===== src/design/mtcqf_pkg.sv =====
// Shared types, codes and constants for the MIDI time code quarter-frame decoder.
package mtcqf_pkg;

	// MIDI status codes
	localparam logic [7:0] ST_QUARTER_FRAME = 8'hF1;
	localparam logic [7:0] ST_REALTIME_MIN  = 8'hF8;

	// Configuration port
	localparam int unsigned CFG_IDX_W  = 4;
	localparam int unsigned CFG_DATA_W = 17;
	localparam logic [CFG_IDX_W-1:0] REG_US_PER_FRAME = 4'd0;
	localparam logic [CFG_IDX_W-1:0] REG_THRU_ENABLE  = 4'd1;
	localparam logic [16:0] US_PER_FRAME_RESET = 17'd41667;

	// Rate type codes
	localparam logic [1:0] RATE_24 = 2'd0;
	localparam logic [1:0] RATE_25 = 2'd1;

	localparam logic [4:0] FPS_24 = 5'd24;
	localparam logic [4:0] FPS_25 = 5'd25;
	localparam logic [4:0] FPS_30 = 5'd30;

	localparam logic [5:0] SIXTY     = 6'd60;
	localparam logic [9:0] MS_PER_S  = 10'd1000;
	// ceil(2^32 / 1000); exact quotient for products below 6e6
	localparam logic [22:0] RECIP_1000 = 23'd4294968;

	localparam logic [7:0] ALL_PIECES = 8'hFF;
	localparam logic [2:0] PIECE_LAST = 3'd7;

	typedef struct packed {
		logic [7:0]  msg_status;
		logic [7:0]  msg_data1;
		logic [7:0]  msg_data2;
		logic [31:0] now_ms;
	} mtc_item_t;

	typedef struct packed {
		logic        rec_valid;
		logic [23:0] rec_message;
		logic [31:0] rec_time;
		logic        thru_valid;
	} mtc_result_t;

	typedef enum logic [3:0] {
		S_IDLE,
		S_DECODE,
		S_LOCK1,
		S_LOCK2,
		S_LOCK3,
		S_DIV_LOAD,
		S_DIV_RUN,
		S_PART_MUL,
		S_PART_DIV,
		S_TIME_SUM,
		S_DONE
	} state_t;

	typedef struct packed {
		logic capture;
		logic decode;
		logic lock1;
		logic lock2;
		logic lock3;
		logic div_load;
		logic div_step;
		logic part_mul;
		logic part_div;
		logic time_sum;
		logic out_load;
	} dp_cmd_t;

	typedef struct packed {
		logic lock_now;
		logic rec_chan;
		logic div_last;
		logic out_free;
	} dp_sts_t;

	function automatic logic [4:0] fps_of_rate(input logic [1:0] rt);
		logic [4:0] fps;
		unique case (rt)
			RATE_24: fps = FPS_24;
			RATE_25: fps = FPS_25;
			default: fps = FPS_30;
		endcase
		return fps;
	endfunction

endpackage


===== src/design/mtcqf_ctrl.sv =====
// Sequencer for decode, lock conversion, time code division and result hand-off.
module mtcqf_ctrl (
	input  logic              clk,
	input  logic              arst_n,
	input  logic              item_valid,
	output logic              item_ready,
	input  mtcqf_pkg::dp_sts_t sts,
	output mtcqf_pkg::dp_cmd_t cmd
);
	import mtcqf_pkg::*;

	state_t state_q, state_d;

	always_ff @(posedge clk or negedge arst_n) begin
		if (!arst_n) begin
			state_q <= S_IDLE;
		end else begin
			state_q <= state_d;
		end
	end

	always_comb begin
		state_d    = state_q;
		cmd        = '0;
		item_ready = 1'b0;
		unique case (state_q)
			S_IDLE: begin
				item_ready  = 1'b1;
				cmd.capture = item_valid;
				if (item_valid) begin
					state_d = S_DECODE;
				end
			end
			S_DECODE: begin
				cmd.decode = 1'b1;
				if (sts.lock_now) begin
					state_d = S_LOCK1;
				end else if (sts.rec_chan) begin
					state_d = S_DIV_LOAD;
				end else begin
					state_d = S_DONE;
				end
			end
			S_LOCK1: begin
				cmd.lock1 = 1'b1;
				state_d   = S_LOCK2;
			end
			S_LOCK2: begin
				cmd.lock2 = 1'b1;
				state_d   = S_LOCK3;
			end
			S_LOCK3: begin
				cmd.lock3 = 1'b1;
				state_d   = S_DIV_LOAD;
			end
			S_DIV_LOAD: begin
				cmd.div_load = 1'b1;
				state_d      = S_DIV_RUN;
			end
			S_DIV_RUN: begin
				cmd.div_step = 1'b1;
				if (sts.div_last) begin
					state_d = S_PART_MUL;
				end
			end
			S_PART_MUL: begin
				cmd.part_mul = 1'b1;
				state_d      = S_PART_DIV;
			end
			S_PART_DIV: begin
				cmd.part_div = 1'b1;
				state_d      = S_TIME_SUM;
			end
			S_TIME_SUM: begin
				cmd.time_sum = 1'b1;
				state_d      = S_DONE;
			end
			S_DONE: begin
				// wait for the output register to free up
				if (sts.out_free) begin
					cmd.out_load = 1'b1;
					state_d      = S_IDLE;
				end
			end
			default: begin
				state_d = S_IDLE;
			end
		endcase
	end

endmodule


===== src/design/mtcqf_datapath.sv =====
// Time code state, lock arithmetic, frame divider, time stamp adder and output register.
module mtcqf_datapath #(
	parameter int unsigned TIME_BITS = 32
) (
	input  logic                                clk,
	input  logic                                arst_n,
	input  mtcqf_pkg::dp_cmd_t                  cmd,
	output mtcqf_pkg::dp_sts_t                  sts,
	input  mtcqf_pkg::mtc_item_t                item,
	output mtcqf_pkg::mtc_result_t              result,
	output logic                                result_valid,
	input  logic                                result_ready,
	input  logic                                cfg_valid,
	input  logic [mtcqf_pkg::CFG_IDX_W-1:0]     cfg_index,
	input  logic [mtcqf_pkg::CFG_DATA_W-1:0]    cfg_data
);
	import mtcqf_pkg::*;

	// configuration
	logic [16:0] us_per_frame_q;
	logic        thru_enable_q;

	// time code state
	logic                 locked_q;
	logic [7:0]           pieces_q;
	logic [7:0]           start_frame_q;
	logic [7:0]           start_second_q;
	logic [7:0]           start_minute_q;
	logic [4:0]           start_hour_q;
	logic [1:0]           rate_q;
	logic [31:0]          frame_count_q;
	logic [TIME_BITS-1:0] last_frame_time_q;

	// per-item working registers
	mtc_item_t            item_q;
	logic                 rec_chan_q;
	logic                 mark_q;
	logic                 thru_q;
	logic [16:0]          acc_q;
	logic [31:0]          div_q;
	logic [4:0]           div_rem_q;
	logic [4:0]           div_cnt_q;
	logic [21:0]          prod_q;
	logic [41:0]          whole_q;
	logic [12:0]          part_q;
	logic [TIME_BITS-1:0] time_q;

	mtc_result_t          result_q;
	logic                 result_valid_q;

	logic [2:0]           piece;
	logic [3:0]           nib;
	logic [7:0]           seen_next;
	logic                 is_qf;
	logic                 is_other;
	logic [4:0]           fps;
	logic [5:0]           trial;
	logic                 trial_ge;
	logic [44:0]          recip_prod;
	logic [TIME_BITS-1:0] elapsed;

	assign piece     = item_q.msg_data1[6:4];
	assign nib       = item_q.msg_data1[3:0];
	assign seen_next = pieces_q | (8'b1 << piece);
	assign is_qf     = (item_q.msg_status == ST_QUARTER_FRAME);
	assign is_other  = !is_qf && (item_q.msg_status < ST_REALTIME_MIN);
	assign fps       = fps_of_rate(rate_q);

	assign trial      = {div_rem_q, div_q[31]};
	assign trial_ge   = (trial >= {1'b0, fps});
	assign recip_prod = 45'(prod_q) * 45'(RECIP_1000);
	assign elapsed    = TIME_BITS'(item_q.now_ms) - last_frame_time_q;

	assign sts.lock_now = is_qf && !locked_q && (piece == PIECE_LAST)
		&& (seen_next == ALL_PIECES);
	assign sts.rec_chan = is_other && locked_q;
	assign sts.div_last = (div_cnt_q == 5'd31);
	assign sts.out_free = !result_valid_q || result_ready;

	assign result       = result_q;
	assign result_valid = result_valid_q;

	always_ff @(posedge clk or negedge arst_n) begin
		if (!arst_n) begin
			us_per_frame_q <= US_PER_FRAME_RESET;
			thru_enable_q  <= 1'b0;
		end else if (cfg_valid) begin
			unique case (cfg_index)
				REG_US_PER_FRAME: us_per_frame_q <= cfg_data;
				REG_THRU_ENABLE:  thru_enable_q  <= cfg_data[0];
				default: begin
				end
			endcase
		end
	end

	always_ff @(posedge clk or negedge arst_n) begin
		if (!arst_n) begin
			locked_q          <= 1'b0;
			pieces_q          <= '0;
			start_frame_q     <= '0;
			start_second_q    <= '0;
			start_minute_q    <= '0;
			start_hour_q      <= '0;
			rate_q            <= RATE_24;
			frame_count_q     <= '0;
			last_frame_time_q <= '0;
		end else if (cmd.decode && is_qf) begin
			if (locked_q) begin
				// pieces 0 and 4 mark a new frame
				if (piece[1:0] == 2'd0) begin
					last_frame_time_q <= TIME_BITS'(item_q.now_ms);
					frame_count_q     <= frame_count_q + 32'd1;
				end
			end else begin
				// the piece set starts over after every last piece
				pieces_q <= (piece == PIECE_LAST) ? 8'b0 : seen_next;
				case (piece)
					3'd0: begin
						last_frame_time_q <= TIME_BITS'(item_q.now_ms);
						start_frame_q     <= {4'b0, nib};
					end
					3'd1: start_frame_q  <= start_frame_q | {nib, 4'b0};
					3'd2: start_second_q <= {4'b0, nib};
					3'd3: start_second_q <= start_second_q | {nib, 4'b0};
					3'd4: start_minute_q <= {4'b0, nib};
					3'd5: start_minute_q <= start_minute_q | {nib, 4'b0};
					3'd6: start_hour_q   <= {1'b0, nib};
					default: begin
						start_hour_q <= start_hour_q | {item_q.msg_data1[0], 4'b0};
						rate_q       <= item_q.msg_data1[2:1];
						if (seen_next == ALL_PIECES) begin
							last_frame_time_q <= TIME_BITS'(item_q.now_ms);
							locked_q          <= 1'b1;
						end
					end
				endcase
			end
		end else if (cmd.lock3) begin
			frame_count_q <= 32'(22'(acc_q) * 22'(fps) + 22'(start_frame_q));
		end
	end

	// working registers, no reset needed
	always_ff @(posedge clk) begin
		if (cmd.capture) begin
			item_q <= item;
		end
		if (cmd.decode) begin
			rec_chan_q <= sts.rec_chan;
			mark_q     <= sts.lock_now;
			thru_q     <= is_other && thru_enable_q;
		end
		if (cmd.lock1) begin
			acc_q <= 17'(17'(start_hour_q) * 17'(SIXTY) + 17'(start_minute_q));
		end
		if (cmd.lock2) begin
			acc_q <= 17'(acc_q * 17'(SIXTY) + 17'(start_second_q));
		end
		if (cmd.div_load) begin
			div_q     <= frame_count_q;
			div_rem_q <= '0;
			div_cnt_q <= '0;
		end
		if (cmd.div_step) begin
			// restoring divide, one quotient bit per cycle
			div_q     <= {div_q[30:0], trial_ge};
			div_rem_q <= trial_ge ? 5'(trial - {1'b0, fps}) : trial[4:0];
			div_cnt_q <= div_cnt_q + 5'd1;
		end
		if (cmd.part_mul) begin
			prod_q  <= 22'(div_rem_q) * 22'(us_per_frame_q);
			whole_q <= 42'(div_q) * 42'(MS_PER_S);
		end
		if (cmd.part_div) begin
			part_q <= recip_prod[44:32];
		end
		if (cmd.time_sum) begin
			time_q <= TIME_BITS'(whole_q) + TIME_BITS'(part_q)
				+ (rec_chan_q ? elapsed : '0);
		end
		if (cmd.out_load) begin
			result_q.rec_valid  <= rec_chan_q || mark_q;
			result_q.thru_valid <= thru_q;
			if (mark_q) begin
				result_q.rec_message <= {16'b0, ST_QUARTER_FRAME};
			end else if (rec_chan_q) begin
				result_q.rec_message <= {item_q.msg_data2, item_q.msg_data1,
					item_q.msg_status};
			end else begin
				result_q.rec_message <= '0;
			end
			result_q.rec_time <= (rec_chan_q || mark_q) ? 32'(time_q) : 32'd0;
		end
	end

	always_ff @(posedge clk or negedge arst_n) begin
		if (!arst_n) begin
			result_valid_q <= 1'b0;
		end else if (cmd.out_load) begin
			result_valid_q <= 1'b1;
		end else if (result_ready) begin
			result_valid_q <= 1'b0;
		end
	end

endmodule


===== src/design/mtc_quarter_frame_decoder_core.sv =====
// Top level: MIDI time code quarter-frame decoder with time-stamped recording.
// Messages that record nothing go from decode straight to the output stage; a
// recorded channel message runs divider load, frame/fps divide, part multiply,
// part divide and time sum; the lock mark runs the lock steps first. One item at
// a time; a finished result waits in the output register while the next is taken.
// Reset: arst_n clears lock, piece set, start fields and frame count; registers
// return to us_per_frame 41667 and thru off. No clearing pass.
module mtc_quarter_frame_decoder_core #(
	parameter int unsigned TIME_BITS = 32
) (
	input  logic                             clk,
	input  logic                             arst_n,
	input  logic                             item_valid,
	output logic                             item_ready,
	input  mtcqf_pkg::mtc_item_t             item,
	output logic                             result_valid,
	input  logic                             result_ready,
	output mtcqf_pkg::mtc_result_t           result,
	input  logic                             cfg_valid,
	output logic                             cfg_ready,
	input  logic [mtcqf_pkg::CFG_IDX_W-1:0]  cfg_index,
	input  logic [mtcqf_pkg::CFG_DATA_W-1:0] cfg_data
);
	import mtcqf_pkg::*;

	dp_cmd_t cmd;
	dp_sts_t sts;

	assign cfg_ready = 1'b1;

	mtcqf_ctrl u_ctrl (
		.clk        (clk),
		.arst_n     (arst_n),
		.item_valid (item_valid),
		.item_ready (item_ready),
		.sts        (sts),
		.cmd        (cmd)
	);

	mtcqf_datapath #(
		.TIME_BITS (TIME_BITS)
	) u_datapath (
		.clk          (clk),
		.arst_n       (arst_n),
		.cmd          (cmd),
		.sts          (sts),
		.item         (item),
		.result       (result),
		.result_valid (result_valid),
		.result_ready (result_ready),
		.cfg_valid    (cfg_valid),
		.cfg_index    (cfg_index),
		.cfg_data     (cfg_data)
	);

endmodule

===== config.mk =====
export PLATFORM = sky130hd
export DESIGN_NAME = mtc_quarter_frame_decoder_core
export DESIGN_NICKNAME = d
export VERILOG_FILES = /design/src/design/mtcqf_pkg.sv /design/src/design/mtcqf_ctrl.sv /design/src/design/mtcqf_datapath.sv /design/src/design/mtc_quarter_frame_decoder_core.sv
export SDC_FILE = /design/constraint.sdc
export NUM_CORES = 2
export LEC_CHECK = 0
export BUFFER_PORTS_ARGS = -buffer_cell sky130_fd_sc_hd__buf_2
export CORE_ASPECT_RATIO = 0.75
export CORE_MARGIN = 1.5
export CORE_UTILIZATION = 50
export DETAILED_ROUTE_END_ITERATION = 8
export PLACE_DENSITY_LB_ADDON = 0.15
export SETUP_SLACK_MARGIN = 0.02
export SLEW_MARGIN = 10
export SYNTH_ARGS = -nofsm -noshare
export SYNTH_HDL_FRONTEND = slang
export SYNTH_SLANG_ARGS = --single-unit

===== constraint.sdc =====
create_clock -name clk -period 17.1 [get_ports clk]
set_input_delay 0.855 -clock clk [delete_from_list [all_inputs] [get_ports clk]]
set_output_delay 0.855 -clock clk [all_outputs]
set_load 0.01 [all_outputs]

After elaboration in Yosys (flattened, before gate mapping):

Cells that the tools add are included.

* flip-flop bits (word level): 399
* output and inout bits: 61

* $add $sub $neg: 9
* multipliers: 6
* magnitude comparators: 2
* equal/unequal tests: 29
* shift operators: 1
* mux-type cells: 48
* bitwise logic cells: 9
* reduce and logical (&&, ||, !) cells: 40

Operators by type and width (number)
* 32-bit two-way mux: 10
* 32-bit one-hot mux with 2 select lines: 1
* 8-bit one-hot mux with 2 select lines: 3
* 4-bit one-hot mux with 11 select lines: 1
* 22-bit by 20-bit multiplier with 42-bit output, second input constant: 1
* 17-bit two-way mux: 2
* 32-bit by 1-bit adder with 32-bit output, second input constant: 1
* 32-bit by 13-bit adder with 32-bit output: 1
* 32-bit adder: 1
* 32-bit by 7-bit multiplier with 29-bit output, second input constant: 1
* 8-bit bitwise OR: 4
* 32-bit subtractor: 1
* 22-bit by 8-bit adder with 23-bit output: 1
* 17-bit by 5-bit multiplier with 22-bit output: 1
* 5-bit by 17-bit multiplier with 22-bit output: 1
* 3-bit AND reduction: 7
* 4-bit two-way mux: 5
* 5-bit two-way mux: 4
* 1-bit two-way mux: 18
* 17-bit by 8-bit adder with 17-bit output: 1
* 17-bit by 4-bit multiplier with 15-bit output, second input constant: 1
* 4-bit by 3-bit == test with 1-bit output, second input constant: 4
* 8-bit == test, second input constant: 2
* 8-bit two-way mux: 2
* 34 further kinds: 70

Longest topological paths before layout:

* word-level depth: 7
* depth in mapped cells: 25
* mapped depth without buffers: 24

Hierarchy:

A second synthesis with hierarchy kept.

* cell total of the unflattened synthesis: 3084
* area, all modules: 34446.8 um^2

By module, submodules not included
* mtcqf_datapath: instances 1, cells an instance 3034, area an instance 34096.5 um^2, seq. area each 11229.5 um^2
* mtcqf_ctrl: instances 1, cells an instance 48, area an instance 339.1 um^2, seq. area each 100.1 um^2
* mtc_quarter_frame_decoder_core: instances 1, cells an instance 2, area an instance 11.3 um^2, seq. area each 0.0 um^2

Worst setup path after synthesis:

Ideal clock, no wire load.

* kind: input port to flip-flop
* start point: in result_ready
* end point: reg u_datapath.result_q (netlist bit u_datapath.result[0]) (enable)
* setup time: 557 ps
* data arrival time: 5236 ps
* data required time: 16543 ps
* setup slack: 11307 ps
* stages on the path: 2
* buffers on the path: 0
* path through: nand2b_1 nor3b_1

RTL lines
* from (decl): line mtc_quarter_frame_decoder_core.sv:17 `input logic result_ready,`
* to (decl): line mtcqf_datapath.sv:48 `mtc_result_t result_q;`

Worst setup path after layout:

* start point: reg u_datapath.prod_q[2]
* end point: reg u_datapath.part_q[12], data pin

* word-level cells in the longest chain between the ends: 1

Ends and longest elaborated chain
* from (decl): line mtcqf_datapath.sv:43 `logic [21:0] prod_q;`
* from (signal assigned): line mtcqf_datapath.sv:172 `prod_q <= 22'(div_rem_q) * 22'(us_per_frame_q);`
* 22-bit by 20-bit multiplier with 42-bit output: line mtcqf_datapath.sv:71 `assign recip_prod = 45'(prod_q) * 45'(RECIP_1000);`
* net u_datapath.recip_prod[44]: line mtcqf_datapath.sv:59 `logic [44:0] recip_prod;`
* to (signal assigned): line mtcqf_datapath.sv:176 `part_q <= recip_prod[44:32];`
* to (decl): line mtcqf_datapath.sv:45 `logic [12:0] part_q;`

The timed path passes the listed nets, and every way through them passes these cells.
A chain may end at the register's enable or synchronous reset.

==> results_dict.tcl <==
set metrics [dict create \
    synth_ff_type "edfxtp_1" \
    first_global_vias 23776 \
    synth_edf_count 272 \
    clkSinkCount 399 \
    yosys_warnings 0 \
    multi_input_area_sq_um 21800 \
    firstDrtPassIters 5 \
    crit_start "u_datapath.prod_q[2]$_DFFE_PP_" \
    cts_made_buffers 44 \
    r2r_start "u_datapath.prod_q[2]$_DFFE_PP_" \
    setup_slack_ns 11.07 \
    syn_to_final_growth_pct 9.60 \
    fin_total_pwr_uw 8310 \
    cts_resized 0 \
    port-buffer-count 141 \
    grt_first_pass_wirelength_mm 126 \
    dieArea_sq_um 71200 \
    clkSlewWorstSetupHoldPaths_ns 0.06 \
    crit_slowest_cell "fa_1" \
    cts_root_buffer "clkbuf_16" \
    drv_cap 0 \
    fin_area_sq_um 38200 \
    cp_max_fo 6 \
    finClkSkew_ns 0.0272 \
    synth_cells 3222 \
    yosysSeqAreaShare 0.326 \
    vias_per_cell 5.41 \
    antenna_found_initial 0 \
    dpl-instance-area_sq_um 36600 \
    drt_iter0_markers 1445 \
    drtAntennaViolNets 0 \
    synth_commonest_cells "434 x ha_1, 381 x inv_1, 330 x fa_1, 290 x nand2_1, 272 x edfxtp_1" \
    max_freq_mhz 166 \
    instances_no_fill 4333 \
    num_rows 83 \
    start_util 0.507 \
    hpwl_mm 61.2 \
    vdd_drop_max_mv 0.204 \
    wl_per_cell_microns 17.6 \
    netlist.area_leader.share 0.235 \
    post_cts_buffers 0 \
    period_needed_ns 6.03 \
    fillCellCount 5893 \
    place_congestion 0.938 \
    cts_max_path_buffers 3 \
    fp.dieW_microns 308 \
    tightestPinTransition_ns 1.12 \
    rsz0062_at_grt "no" \
    slew_violations 0 \
    synth.most_common_cell "ha_1" \
    final.period_utilization 0.352 \
    worstSkewPairLatency_ns 0.60 \
    cts_tree "done" \
    n_antenna_cell 0 \
    worstPathRequired_ns 17.45 \
    core_region_area_sq_um 68600 \
    syn-num-nets 4068 \
    synth.avg_cell_area_sq_um 10.8 \
    syn-cell-area_sq_um 34800 \
    final.setup.tns_ns 0 \
    yosysTopAreaCell "edfxtp_1" \
    htree_levels 2 \
    crit_family "adder cells" \
    nets 4208 \
    grt_max_degree 65 \
    placed_cells 4251 \
    overflow 0 \
    critPathCaptureType "register" \
    yosysUniqueCellTypes 85 \
    hold_buffers 0 \
    power_leakage_uw 0.0178 \
    powerDensity_nw_per_um2 218 \
    hold_viol 0 \
    seq_area_sq_um 11400 \
    path_buf_inv 4 \
    dp_slack_ns 11.09 \
    status "completed" \
    cp_common_cell "fa_1" \
    setup_viol 0 \
    drive_above_1_share 0.0951 \
    crit_arrival_ns 6.37 \
    synth.area.top_cells "edfxtp_1 23%, fa_1 19%, ha_1 16%" \
    startpoint_type "register" \
    cp_cell_sequence "ha_1 > ha_1 > inv_1 > fa_1 > fa_1 > inv_1 > fa_1 > fa_1 > inv_1 > fa_1 > inv_1 > ha_1 > a21o_1 > a21o_1 > a21oi_1 > o211ai_1 > a41oi_1 > a21oi_1 > o21ai_1 > o21ai_1 > and2_1" \
    ys_ff_latch 399 \
    io_pins 143 \
    num_vias 23460 \
    die_y_microns 232 \
    slowest_delay_ns 0.55 \
    worstHoldPathType "input pin to asynchronous set/reset pin" \
    drc 0 \
    grt_use_total 0.219 \
    async_flop_share 0.318 \
    routed_wl_mm 76.1 \
    relSlewSlack 0.249 \
    critPathKind "register to register" \
]
[layer usage]
metal | GRT usage | part of all wire | up-vias
li1 | - | - | 11337
met2 | 0.334 | 0.44 | 465
met4 | 0.0406 | 0.014 | 0
met5 | 0 | 0 | -
met3 | 0.0283 | 0.044 | 74
met1 | 0.335 | 0.50 | 11584
[per-stage QoR]
| stage | util | hold slack [ns] |
|---|---|---|
| 3_5_place_dp | 0.534 | 0.419 |
| 3_3_place_gp | 0.534 | 0.403 |
| 5_1_grt | 0.556 | 0.288 |
| 2_1_floorplan | - | 0.400 |
| 6_report | 0.556 | 0.269 |
| 4_1_cts | 0.556 | 0.262 |
[kinds of logic (layout without fill, tap and decap cells)]
family                     after synthesis  after routing  synth area share
xor gates and xnor gates               169            169            0.0425
and+or+nand+nor                        839            839             0.116
other                                    1              1          0.000108
AOI/OAI and AO/OA                      545            545             0.101
buffers and inverters                  445            621            0.0484
muxes                                   60             60            0.0193
DFF                                    399            399             0.326
adders and majority gates              764            764             0.346
[cell usage in the layout, fill, tap and decap left out, drive strengths merged, types with 16 or more instances in the layout]
master and count:
ha 434, inv 385, fa 330, nand2 290, edfxtp 272, a21oi 186
nor2 179, buf 158, dfrtp 120, xnor2 109, and2 108, o21ai 94
a21o 80, xor2 60, mux2 57, clkbuf 54, nor3 53, nor2b 51
nand3 37, nand4 31, o21a 28, o21bai 27, and3 24, a31oi 21
nand2b 19, clkinv 16
[worst register-to-register path, cell delays in order (launching register included)]
cell and delay [ns]:
edfxtp_1 0.52, ha_1 0.34, ha_1 0.19, inv_1 0.09, fa_1 0.44, fa_1 0.50
inv_1 0.05, fa_1 0.46, fa_1 0.55, inv_1 0.05, fa_1 0.51, inv_1 0.05
ha_1 0.31, a21o_1 0.22, a21o_1 0.18, a21oi_1 0.18, o211ai_1 0.12, a41oi_1 0.33
a21oi_1 0.15, o21ai_1 0.28, o21ai_1 0.13, and2_1 0.17
[final cells by class]
cell class | count | area share
Multi-Input combinational cell | 2378 | 0.572
Sequential cell | 399 | 0.298
Inverter | 381 | 0.0375
Clock buffer | 54 | 0.0317
Tap cell | 935 | 0.0307
Timing Repair Buffer | 158 | 0.0220
Clock inverter | 28 | 0.00826
[path summary, 6_finish.rpt]
check                      slack, ns                                           end  cells after the start
max                            11.07               u_datapath.part_q[12]$_DFFE_PP_                     21
min                             0.27  u_datapath.last_frame_time_q[21]$_DFFE_PN0P_                      1
max reg2reg                    11.07               u_datapath.part_q[12]$_DFFE_PP_                     21
min reg2reg                     0.43                u_datapath.result[0]$_DFFE_PP_                      0
max in group asynchronous      15.38     u_datapath.us_per_frame_q[10]$_DFFE_PN0P_                      2
min in group clk                0.43                u_datapath.result[0]$_DFFE_PP_                      0
[registers in the layout, indices dropped and copies added, names as in the netlist, 4 cells and up, named ones only]
| name | count |
|---|---|
| u_ctrl.state_q | 4 |
| u_datapath.acc_q | 17 |
| u_datapath.div_cnt_q | 5 |
| u_datapath.div_q | 32 |
| u_datapath.div_rem_q | 5 |
| u_datapath.frame_count_q | 32 |
| u_datapath.item_q | 56 |
| u_datapath.last_frame_time_q | 32 |
| u_datapath.part_q | 13 |
| u_datapath.pieces_q | 7 |
| u_datapath.prod_q | 22 |
| u_datapath.result | 58 |
| u_datapath.start_frame_q | 8 |
| u_datapath.start_hour_q | 5 |
| u_datapath.start_minute_q | 8 |
| u_datapath.start_second_q | 8 |
| u_datapath.time_q | 32 |
| u_datapath.us_per_frame_q | 17 |
| u_datapath.whole_q | 29 |
[power breakdown]
part	internal (uW)	leakage (uW)	switching, uW
clock	587	0.000750	417
combinational	2470	0.0129	3170
sequential	1450	0.00416	210
total	4510	0.0178	3800
(Power assumes the default switching activity.)
